`src/hdl/ppt_pkg.sv`:
```
// Package: widths, constants, sine table and phase helpers for the plasma pixel threshold
package ppt_pkg;

  localparam int X_W   = 5;
  localparam int Y_W   = 4;
  localparam int T_W   = 16;
  localparam int THR_W = 15;

  localparam int AREA_WIDTH_DEF  = 20;
  localparam int AREA_HEIGHT_DEF = 16;

  localparam int PH_W  = 16;
  localparam int ANG_W = 21;
  localparam int TQ_W  = 20;
  localparam int SIN_W = 14;
  localparam int S12_W = 15;
  localparam int SUM_W = 16;
  localparam int D_W   = 18;

  localparam int SQ_IN_W    = 36;
  localparam int SQ_OUT_W   = 18;
  localparam int SQ_PER_STG = 2;
  localparam int SQ_STAGES  = SQ_OUT_W / SQ_PER_STG;

  localparam int PPT_LATENCY = 10 + SQ_STAGES;

  localparam logic signed [THR_W-1:0] THR_RESET = 15'sd819;

  localparam logic [17:0] PH_K      = 18'd166886;
  localparam logic [19:0] DIV3_K    = 20'd699051;
  localparam logic [11:0] KX        = 12'd2458;
  localparam logic [10:0] KY        = 11'd1638;
  localparam logic [10:0] KD        = 11'd1229;
  localparam logic [PH_W-1:0] QTURN = 16'd16384;

  localparam logic [12:0] QWAVE [0:32] = '{
    13'd0,    13'd201,  13'd401,  13'd601,  13'd799,  13'd995,  13'd1189, 13'd1380,
    13'd1567, 13'd1751, 13'd1931, 13'd2106, 13'd2276, 13'd2440, 13'd2598, 13'd2751,
    13'd2896, 13'd3035, 13'd3166, 13'd3290, 13'd3406, 13'd3513, 13'd3612, 13'd3703,
    13'd3784, 13'd3857, 13'd3920, 13'd3973, 13'd4017, 13'd4052, 13'd4076, 13'd4091,
    13'd4096
  };

  typedef struct packed {
    logic [X_W-1:0]          x;
    logic [Y_W-1:0]          y;
    logic [TQ_W-1:0]         tq;
    logic signed [S12_W-1:0] s12;
  } ppt_tag_t;

  function automatic logic [PH_W-1:0] to_phase(input logic [ANG_W-1:0] ang);
    logic [38:0] prod;
    prod = 39'(ang) * 39'(PH_K);
    return prod[31:16];
  endfunction

  function automatic logic signed [SIN_W-1:0] sin_phase(input logic [PH_W-1:0] ph);
    logic [14:0] m;
    logic [5:0]  idx;
    logic [8:0]  frac;
    logic [12:0] lo;
    logic [12:0] hi;
    logic [17:0] prod;
    logic [12:0] mag;
    m    = ph[14] ? (15'd16384 - {1'b0, ph[13:0]}) : {1'b0, ph[13:0]};
    idx  = m[14:9];
    frac = m[8:0];
    lo   = 13'd0;
    hi   = 13'd0;
    prod = 18'd0;
    if (idx >= 6'd32) begin
      mag = 13'd4096;
    end else begin
      lo   = QWAVE[idx];
      hi   = QWAVE[idx + 6'd1];
      prod = 18'(hi - lo) * 18'(frac) + 18'd256;
      mag  = lo + 13'(prod[17:9]);
    end
    return ph[15] ? -$signed({1'b0, mag}) : $signed({1'b0, mag});
  endfunction

endpackage

```
`src/hdl/ppt_sqrt.sv`:
```
// Pipelined integer square root, two result bits per stage, with a tag carried alongside
module ppt_sqrt #(
  parameter int TAG_W = 1
) (
  input  logic                          clk,
  input  logic                          rst_n,
  input  logic                          in_vld,
  input  logic [ppt_pkg::SQ_IN_W-1:0]   in_rad,
  input  logic [TAG_W-1:0]              in_tag,
  output logic                          out_vld,
  output logic [ppt_pkg::SQ_OUT_W-1:0]  out_root,
  output logic [TAG_W-1:0]              out_tag
);
  import ppt_pkg::*;

  localparam int REM_W = SQ_OUT_W + 3;

  logic                vld_r  [SQ_STAGES];
  logic [SQ_IN_W-1:0]  rad_r  [SQ_STAGES];
  logic [REM_W-1:0]    rem_r  [SQ_STAGES];
  logic [SQ_OUT_W-1:0] root_r [SQ_STAGES];
  logic [TAG_W-1:0]    tag_r  [SQ_STAGES];

  genvar g;
  for (g = 0; g < SQ_STAGES; g++) begin : g_stg
    logic                vld_src;
    logic [SQ_IN_W-1:0]  rad_src;
    logic [REM_W-1:0]    rem_src;
    logic [SQ_OUT_W-1:0] root_src;
    logic [TAG_W-1:0]    tag_src;
    logic [SQ_IN_W-1:0]  rad_nxt;
    logic [REM_W-1:0]    rem_nxt;
    logic [SQ_OUT_W-1:0] root_nxt;

    if (g == 0) begin : g_head
      assign vld_src  = in_vld;
      assign rad_src  = in_rad;
      assign rem_src  = '0;
      assign root_src = '0;
      assign tag_src  = in_tag;
    end else begin : g_body
      assign vld_src  = vld_r[g-1];
      assign rad_src  = rad_r[g-1];
      assign rem_src  = rem_r[g-1];
      assign root_src = root_r[g-1];
      assign tag_src  = tag_r[g-1];
    end

    always_comb begin
      rad_nxt  = rad_src;
      rem_nxt  = rem_src;
      root_nxt = root_src;
      for (int k = 0; k < SQ_PER_STG; k++) begin
        rem_nxt = {rem_nxt[REM_W-3:0], rad_nxt[SQ_IN_W-1 -: 2]};
        rad_nxt = {rad_nxt[SQ_IN_W-3:0], 2'b00};
        if (rem_nxt >= REM_W'({root_nxt, 2'b01})) begin
          rem_nxt  = rem_nxt - REM_W'({root_nxt, 2'b01});
          root_nxt = {root_nxt[SQ_OUT_W-2:0], 1'b1};
        end else begin
          root_nxt = {root_nxt[SQ_OUT_W-2:0], 1'b0};
        end
      end
    end

    always_ff @(posedge clk) begin
      if (!rst_n) begin
        vld_r[g] <= 1'b0;
      end else begin
        vld_r[g] <= vld_src;
      end
      rad_r[g]  <= rad_nxt;
      rem_r[g]  <= rem_nxt;
      root_r[g] <= root_nxt;
      tag_r[g]  <= tag_src;
    end
  end

  assign out_vld  = vld_r[SQ_STAGES-1];
  assign out_root = root_r[SQ_STAGES-1];
  assign out_tag  = tag_r[SQ_STAGES-1];

endmodule

```
`config.mk`:
```
export PLATFORM = sky130hd
export DESIGN_NAME = ppt_sqrt
export DESIGN_NICKNAME = d
export VERILOG_FILES = /design/src/hdl/ppt_pkg.sv /design/src/hdl/ppt_sqrt.sv
export SDC_FILE = /design/constraint.sdc
export NUM_CORES = 1
export LEC_CHECK = 0
export CORE_UTILIZATION = 45
export DETAILED_ROUTE_END_ITERATION = 7
export DONT_BUFFER_PORTS = 1
export GPL_ROUTABILITY_DRIVEN = 0
export PLACE_DENSITY = 0.64
export SKIP_CTS_REPAIR_TIMING = 1
export SYNTH_ARGS = -nofsm -noshare
export SYNTH_HDL_FRONTEND = slang
export SYNTH_SLANG_ARGS = --single-unit
```
`constraint.sdc`:
```
create_clock -name clk -period 7.3 [get_ports clk]
set_clock_uncertainty 0.05 [all_clocks]
set_input_delay 1.095 -clock clk [delete_from_list [all_inputs] [get_ports clk]]
set_output_delay 1.095 -clock clk [all_outputs]
set_load 0.01 [all_outputs]
```
# Word-level counts from Yosys, hierarchy flattened
# Memory sizes are Yosys's and may differ from the RTL's.
# Cells that the tools add are included.
totals:
  reg_bits: 0
  ramBits: 657
  inputBits: 40
  output_inout_bits: 20
  wordCells: 97
  mem_count: 5
memory_table:
  columns: ["name", "depth", "width", "read_ports", "rd_clocked_by_memory_dff", "write_ports", "line_no", "source"]
  rows:
  - ["rad_r", 9, 32, 8, 0, 9, "ppt_sqrt.sv:19", "logic [SQ_IN_W-1:0] rad_r [SQ_STAGES];"]
  - ["rem_r", 9, 21, 8, 0, 9, "ppt_sqrt.sv:20", "logic [REM_W-1:0] rem_r [SQ_STAGES];"]
  - ["root_r", 9, 18, 9, 0, 9, "ppt_sqrt.sv:21", "logic [SQ_OUT_W-1:0] root_r [SQ_STAGES];"]
  - ["tag_r", 9, 1, 9, 0, 9, "ppt_sqrt.sv:22", "logic [TAG_W-1:0] tag_r [SQ_STAGES];"]
  - ["vld_r", 9, 1, 9, 0, 9, "ppt_sqrt.sv:18", "logic vld_r [SQ_STAGES];"]
op_classes:
  addsub: 18
  n_lt_le_gt_ge: 18
  mux: 47
  bitwise: 9
ops:
  columns: ["cell", "count"]
  rows:
  - ["21-bit by 20-bit >= comparator with 1-bit output", 16]
  - ["21-bit two-way mux", 9]
  - ["19-bit two-way mux", 9]
  - ["21-bit by 20-bit subtractor with 21-bit output", 8]
  - ["19-bit subtractor", 8]
  - ["1-bit two-way mux", 29]
  - ["21-bit by 3-bit >= comparator with 1-bit output", 1]
  - ["21-bit by 3-bit subtractor with 21-bit output", 1]
  - ["1-bit bitwise OR", 9]
  - ["2-bit by 1-bit subtractor with 3-bit output, second input constant", 1]
  - ["2-bit by 1-bit >= comparator with 1-bit output, second input constant", 1]

# Longest topological paths before layout
# Gate-level depths: netlist (run 1).
# An unclocked memory read counts as a cell.
logic_depth:
  word_depth: 5
  mapped_depth: 25

# Least setup slack after synthesis (run 1)
# OpenSTA, ideal clock, no wires.
synth_timing:
  path_type: "register -> register"
  start: "mem root_r[6][6], in the netlist root_r[1][42]"
  end: "mem rem_r[0][156] (netlist name)"
  setup_ps: 123
  t_arrival_ps: 5049
  slack_ps: 2077
  stages_incl_launch_ff: 22
  cell_sequence: "dfxtp_1 -> inv_1 -> ha_1 -> clkbuf_1 -> nand2_1 -> nor4_1 -> a31oi_1 -> o2111ai_1 -> clkbuf_1 -> clkbuf_1 -> mux2_2 -> ha_1 -> a21o_1 -> a21o_1 -> a21oi_1 -> o21ai_0 -> nand2_1 -> o211ai_1 -> or4b_1 -> clkbuf_1 -> clkbuf_1 -> mux2_1"
synth_lines:
  columns: ["item", "line_no"]
  rows:
  - ["start: declaration", "ppt_sqrt.sv:21"]
  - ["end: declaration", "ppt_sqrt.sv:20"]

==> results of run 1 <==
[final cells by class]
cell class | instances | share of cell area
clock buffer | 57 | 0.05390
clock inverter | 21 | 0.008182
inverter | 152 | 0.02521
multi-input combinational | 1729 | 0.5294
sequential | 394 | 0.3485
tap | 600 | 0.03317
timing repair buffer | 5 | 0.001658
[metal layers]
layer / wire [µm] / up-vias / GRT usage
met2: 22560 / 511 / 0.3442
li1: - / 8268 / -
met5: 0 / - / 0
met3: 2678 / 102 / 0.02933
met1: 22570 / 7793 / 0.2759
met4: 1639 / 0 / 0.08732
[final timing paths]
| check | to | startpoint | cells past startpoint | slack, ns |
|---|---|---|---|---|
| worst max-delay path | rem_r[0][100] | root_r[0][59] | 19 | 0.73 |
| worst min-delay path | rad_r[0][123] | rad_r[0][87] | 0 | 0.27 |
| worst max register to register | rem_r[0][100] | root_r[0][59] | 19 | 0.73 |
| worst min register to register | rad_r[0][123] | rad_r[0][87] | 0 | 0.27 |
[through the flow]
| step | utilization | instances | hold slack (ns) | cell area, µm² |
|---|---|---|---|---|
| 2_1_floorplan | - | 2331 | 0.2596 | 20660 |
| 3_3_place_gp | 0.4688 | 2880 | 0.2598 | 21230 |
| 3_5_place_dp | 0.4688 | 2880 | 0.2621 | 21230 |
| 4_1_cts | 0.4998 | 2958 | 0.2698 | 22630 |
| 5_1_grt | 0.4998 | 2958 | 0.2779 | 22630 |
| 6_report | 0.4998 | 2958 | 0.2677 | 22630 |
[flip-flops by register name, summed over array words and instances (netlist names)]
signal,cells
rad_r,144
rem_r,142
root_r,90
tag_r,9
vld_r,9
[synth_stat cells (11+ instances only)]
cell	n	area (µm²)
o211ai_1	19	142.6
o21ai_1	14	70.07
a31oi_1	15	93.84
a21oi_1	184	920.9
dfxtp_1	394	7888
nor2b_1	29	181.4
o2111ai_1	12	105.1
a211oi_1	25	187.7
a21o_1	53	397.9
o31ai_1	15	112.6
or3_1	23	143.9
and3_1	25	156.4
or4_1	16	120.1
mux2i_1	12	120.1
nor3_1	51	255.2
and2_1	25	156.4
o21a_1	29	217.7
nand2b_1	22	137.6
nand2_1	155	581.8
nand3_1	63	315.3
o21bai_1	11	82.58
nor4_1	22	137.6
nor2_1	211	792.0
xnor2_1	112	980.9
xor2_1	90	788.3
ha_1	186	2327
o21ai_0	81	405.4
inv_1	143	536.8
mux2_2	23	259.0
nor3b_1	12	90.09
clkbuf_1	47	176.4
mux2_1	20	225.2
nand4_1	24	150.1
[cells by family (layout without fill, tap and decap cells)]
logic type | after synthesis | after routing | share of synthesized area
flip-flops | 394 | 394 | 0.3819
multiplexers | 58 | 58 | 0.03144
buffers and inverters | 208 | 235 | 0.03859
AO/OA/AOI/OAI | 549 | 549 | 0.1715
XOR/XNOR | 202 | 202 | 0.08567
other | 1 | 3 | 0.0001816
AND/OR/NAND/NOR | 731 | 731 | 0.1781
adder cells (fa/ha/maj) | 186 | 186 | 0.1127
[power by group through the flow]
stage / sequential [mW] / clock, mW / combinational [mW]
3_3_place_gp: 2.88 / 0 / 2.60
6_report: 2.84 / 2.13 / 2.71
3_5_place_dp: 2.88 / 0 / 2.66
5_1_grt: 2.88 / 2.28 / 3.02
2_1_floorplan: 2.74 / 0 / 2.17
4_1_cts: 2.83 / 2.19 / 2.68
[worst register-to-register path, stage by stage (launching register included)]
cell      delay [ns]
dfxtp_1         0.46
inv_1           0.15
ha_1            0.33
nand3_1         0.19
nor4b_1         0.56
nor3_1          0.25
nand2_1         0.52
clkinv_1        0.45
o31ai_1         0.61
ha_1            0.39
o21a_1          0.13
o21ai_0         0.15
nand2b_1        0.08
a21oi_1         0.22
or3_1           0.15
o311a_1         0.25
nand4_1         0.77
nor3b_1         0.46
a41oi_1         0.23
a21o_1          0.12
==> metrics.txt, run 1 <==
internal portion of total power=4.919 mW; leakage power=10.52 nW; type of the worst min-delay path=flip-flop to flip-flop; area of the mapped netlist=20650 µm²; clk sinks=394; CP max FO=23; sequential fraction of the synthesis area=0.3819; number of fill cells in the layout=4285; part of the total power dissipated in sequential elements=0.370; via count=16670; vias in the first global route=16030; first-pass GRT wire length=80.42 mm; power share of the clock group=0.277; critical path's most frequent cell=ha_1; # port buffers=0; ordered cell list for the critical path=inv_1 -> ha_1 -> nand3_1 -> nor4b_1 -> nor3_1 -> nand2_1 -> clkinv_1 -> o31ai_1 -> ha_1 -> o21a_1 -> o21ai_0 -> nand2b_1 -> a21oi_1 -> or3_1 -> o311a_1 -> nand4_1 -> nor3b_1 -> a41oi_1 -> a21o_1; overall die width=216.2 µm; net total in the final layout=2552; number of H-tree levels=2; maximum cell stage delay along the critical path=0.77 ns; Post-Syn Instances=2329; Net Sw Power=2.760 mW; count of different cell masters after synthesis=89; remaining max-slew budget at the tightest pin=0.2702; detailed-placement wirelength estimate=38.59 mm; antenna violations before repair=0; reported max-cap violation count=0; Die Outline Area=46760 µm²; Clock Tree Root=clkbuf_16; period utilization=0.8999; sequential cell area=7888 µm²; power per cell area=339.3 nW/µm²; top_reg_cell synth=dfxtp_1; Initial Util=0.4561; most common cell after layout, fill and taps aside=dfxtp_1; fmax=152.2 MHz; Vias per Instance=5.637; Total Neg Setup Slack=0 ns; outcome=complete, no violations; actual transition at the worst max-transition pin=1.083 ns; Antenna diodes=0; combinational group share of total power=0.353; final hold viol count=0; crit-path leading delay family=simple AND/OR/NAND/NOR gates; DRC violation count after routing=0; Critical Path Start Type=flip-flop; antenna viol nets, final=0; insertion delay of the later-clocked pin in the worst-skew pair=0.58 ns; Worst EP required=7.77 ns; Routed WL=49.45 mm; number of buffers created by CTS=44; commonest non-fill, non-tap cells in the layout=dfxtp_1 (394), nor2_1 (211), ha_1 (186), a21oi_1 (184), nand2_1 (155); Wirelength per Cell=16.72 µm; Final Critical Period=6.569 ns; layout overhead on the synthesized area=9.591%; share of flip-flops with an asynchronous set or reset after synthesis=0; overall fraction of global-route tracks in use=0.2098; number of iterations in the first detailed-routing pass=6; category of the critical setup timing path=flip-flop to flip-flop; Worst IR Drop VDD=0.1835 mV; arrival time of the worst setup path=7.04 ns; setup repair after global routing missed its margin=false; number of pins exceeding their max-slew limit in the final report=0; die outline height=216.2 µm; clock-pin slew reported for the worst setup and hold paths after clock tree synthesis=0.06 ns; endpoint class of the critical path=flip-flop; area of the multi-input gates=11980 µm²; Worst Path Buf+Inv=2; I/O pin count=60; Yosys reg bits=394; detailed router's first-iteration violation count=1174; number of synthesized flops with an enable pin=0; cell with the biggest individual delay on the critical path=nand4_1; number of setup violations in the final report=0; Ys Warns=0; Rows=78; net switching share of the total power=0.3594; pin count of the biggest net entering global routing=30; gr ovfl total=0; worst-case setup margin in the final layout=0.7309 ns; area inside the core boundary=45280 µm²; fraction of layout instances using a drive strength above 1=0.05386; CTS Buffer Depth=3; Total Power=7.678 mW; worst setup slack before clock tree synthesis=0.9205 ns; CTS tree=yes; mean instance size in the synthesized netlist=8.867 µm²
Note: power is estimated with default switching activity, not from simulation.
==> run 2, diff against run 1 <==
--- a/config.mk
+++ b/config.mk
@@ -5,11 +5,11 @@
 export SDC_FILE = /design/constraint.sdc
 export NUM_CORES = 1
 export LEC_CHECK = 0
+export BUFFER_PORTS_ARGS = -buffer_cell sky130_fd_sc_hd__buf_2
 export CORE_UTILIZATION = 45
 export DETAILED_ROUTE_END_ITERATION = 7
-export DONT_BUFFER_PORTS = 1
 export GPL_ROUTABILITY_DRIVEN = 0
-export PLACE_DENSITY = 0.64
+export PLACE_DENSITY = 0.65
 export SKIP_CTS_REPAIR_TIMING = 1
 export SYNTH_ARGS = -nofsm -noshare
 export SYNTH_HDL_FRONTEND = slang
==> run 2 against run 1 <==
Effect of this change: via count is 0.18% lower; clock power is 3% higher; final area rose by 1.4%; count of clock-buffer cells in the layout shrank 7; power rose by 1.2%; critical path depth is 1 higher; maximum frequency up 1.3%; global-route usage down 0.39 points; worst setup slack gained 0.084 ns.
==> metrics.txt, run 2 (same netlist as run 1, synthesis figures left out) <==
outcome=complete, no violations; number of fill cells in the layout=4229; antenna viol nets, final=0; Antenna diodes=0; CP max FO=23; overall fraction of global-route tracks in use=0.2060; arrival time of the worst setup path=6.93 ns; actual transition at the worst max-transition pin=1.036 ns; part of the total power dissipated in sequential elements=0.366; die outline height=216.2 µm; number of pins exceeding their max-slew limit in the final report=0; Wirelength per Cell=16.12 µm; remaining max-slew budget at the tightest pin=0.3077; period utilization=0.8883; net total in the final layout=2607; detailed-placement wirelength estimate=38.32 mm; fmax=154.2 MHz; Routed WL=48.58 mm; most common cell after layout, fill and taps aside=dfxtp_1; top flop regs=rad_r x144, rem_r x142, root_r x90; leakage power=10.73 nW; power per cell area=338.6 nW/µm²; first-pass GRT wire length=78.78 mm; Total Neg Setup Slack=0 ns; combinational group share of total power=0.351; internal portion of total power=4.994 mW; gr ovfl total=0; Initial Util=0.4561; endpoint class of the critical path=flip-flop; layout overhead on the synthesized area=11.17%; I/O pin count=60; CTS Buffer Depth=3; flip-flop count of the largest register, all copies and words added=144; power share of the clock group=0.283; number of iterations in the first detailed-routing pass=5; crit-path leading delay family=simple AND/OR/NAND/NOR gates; Worst EP required=7.74 ns; area inside the core boundary=45280 µm²; detailed router's first-iteration violation count=1290; Critical Path Start Type=flip-flop; Worst IR Drop VDD=0.2243 mV; insertion delay of the later-clocked pin in the worst-skew pair=0.58 ns; Die Outline Area=46760 µm²; number of buffers created by CTS=41; cell with the biggest individual delay on the critical path=nand4_1; Rows=78; overall die width=216.2 µm; setup repair after global routing missed its margin=false; number of instances in the placed design=2938; reported max-cap violation count=0; category of the critical setup timing path=flip-flop to flip-flop; ordered cell list for the critical path=inv_1 -> ha_1 -> a21oi_1 -> o211ai_1 -> nor3_1 -> nand2_1 -> clkinv_1 -> nor2_1 -> nor2_1 -> ha_1 -> o21a_1 -> o21ai_0 -> nand2b_1 -> a21oi_1 -> or3_1 -> o311a_1 -> nand4_1 -> and4_1 -> nand3_1 -> xnor2_1; worst-case setup margin in the final layout=0.8151 ns; DRC violation count after routing=0; Net Sw Power=2.779 mW; CTS tree=yes; commonest non-fill, non-tap cells in the layout=dfxtp_1 (394), nor2_1 (211), ha_1 (186), a21oi_1 (184), nand2_1 (155); Final Critical Period=6.485 ns; Clock Tree Root=clkbuf_16; clk sinks=394; worst setup slack before clock tree synthesis=0.9696 ns; # port buffers=59; vias in the first global route=15720; net switching share of the total power=0.3575; maximum cell stage delay along the critical path=0.74 ns; register name with the most flops=rad_r; Vias per Instance=5.524; pin count of the biggest net entering global routing=30; worst slack on hold paths=0.2651 ns; final hold viol count=0; number of H-tree levels=2; number of setup violations in the final report=0; fraction of layout instances using a drive strength above 1=0.07625; antenna violations before repair=0; clock-pin slew reported for the worst setup and hold paths after clock tree synthesis=0.07 ns; Worst Path Buf+Inv=2; Total Power=7.774 mW; type of the worst min-delay path=flip-flop to flip-flop; via count=16640; Non-Filler Instances=3013
==> run 2: cell count changes in the layout (fill, tap and decap cells not counted), moves of 3 or more <==
cell,previous run,this run
clkinv_2,11,6
clkbuf_16,44,41
clkinvlp_4,1,4
inv_16,0,3
clkinv_8,3,0
buf_2,0,59
bufinv_16,1,5
==> run 2: final timing paths <==
| kind | startpoint | end | slack (ns) | depth (start not counted) |
|---|---|---|---|---|
| setup / recovery | root_r[0][57] | rem_r[0][102] | 0.82 | 20 |
| hold / removal | rad_r[0][87] | rad_r[0][123] | 0.27 | 0 |
| setup reg to reg | root_r[0][57] | rem_r[0][102] | 0.82 | 20 |
| hold reg to reg | rad_r[0][87] | rad_r[0][123] | 0.27 | 0 |
==> run 2: final cells by class <==
cell class,instances,area (µm²),area share
Multi-Input combinational cell,1729,11980,0.5219
Sequential cell,394,7888,0.3435
Clock buffer,50,1110,0.04834
Tap cell,600,750.7,0.03270
Inverter,152,570.5,0.02485
Clock inverter,25,334.1,0.01455
Timing Repair Buffer,63,325.3,0.01417
==> run 2: power by group through the flow <==
stage	clock, mW	combinational (mW)	sequential, mW
after detailed placement	0	2.68	2.89
after global routing	2.35	3.02	2.89
after CTS	2.26	2.70	2.84
final	2.20	2.73	2.84
after floorplan	0	2.17	2.74
after global placement	0	2.63	2.88
==> run 2: routing by layer <==
layer | part of all wire | up-vias | GRT usage | wire (µm)
met5 | 0 | - | 0 | 0
met4 | 0.034 | 0 | 0.07465 | 1636
met3 | 0.057 | 109 | 0.03270 | 2791
met2 | 0.45 | 500 | 0.3344 | 21930
met1 | 0.46 | 7664 | 0.2754 | 22220
li1 | - | 8371 | - | -
==> run 2: worst register-to-register path, stage by stage (launching register included) <==
cell	delay [ns]
dfxtp_1	0.49
inv_1	0.13
ha_1	0.23
a21oi_1	0.37
o211ai_1	0.21
nor3_1	0.70
nand2_1	0.57
clkinv_1	0.38
nor2_1	0.09
nor2_1	0.21
ha_1	0.33
o21a_1	0.21
o21ai_0	0.15
nand2b_1	0.07
a21oi_1	0.23
or3_1	0.15
o311a_1	0.26
nand4_1	0.74
and4_1	0.56
nand3_1	0.11
xnor2_1	0.13
==> run 2: metrics by stage <==
stage,cell area (µm²),utilization
2_1_floorplan,20660,-
3_3_place_gp,21520,0.4751
3_5_place_dp,21520,0.4751
4_1_cts,22960,0.5070
5_1_grt,22960,0.5070
6_report,22960,0.5070
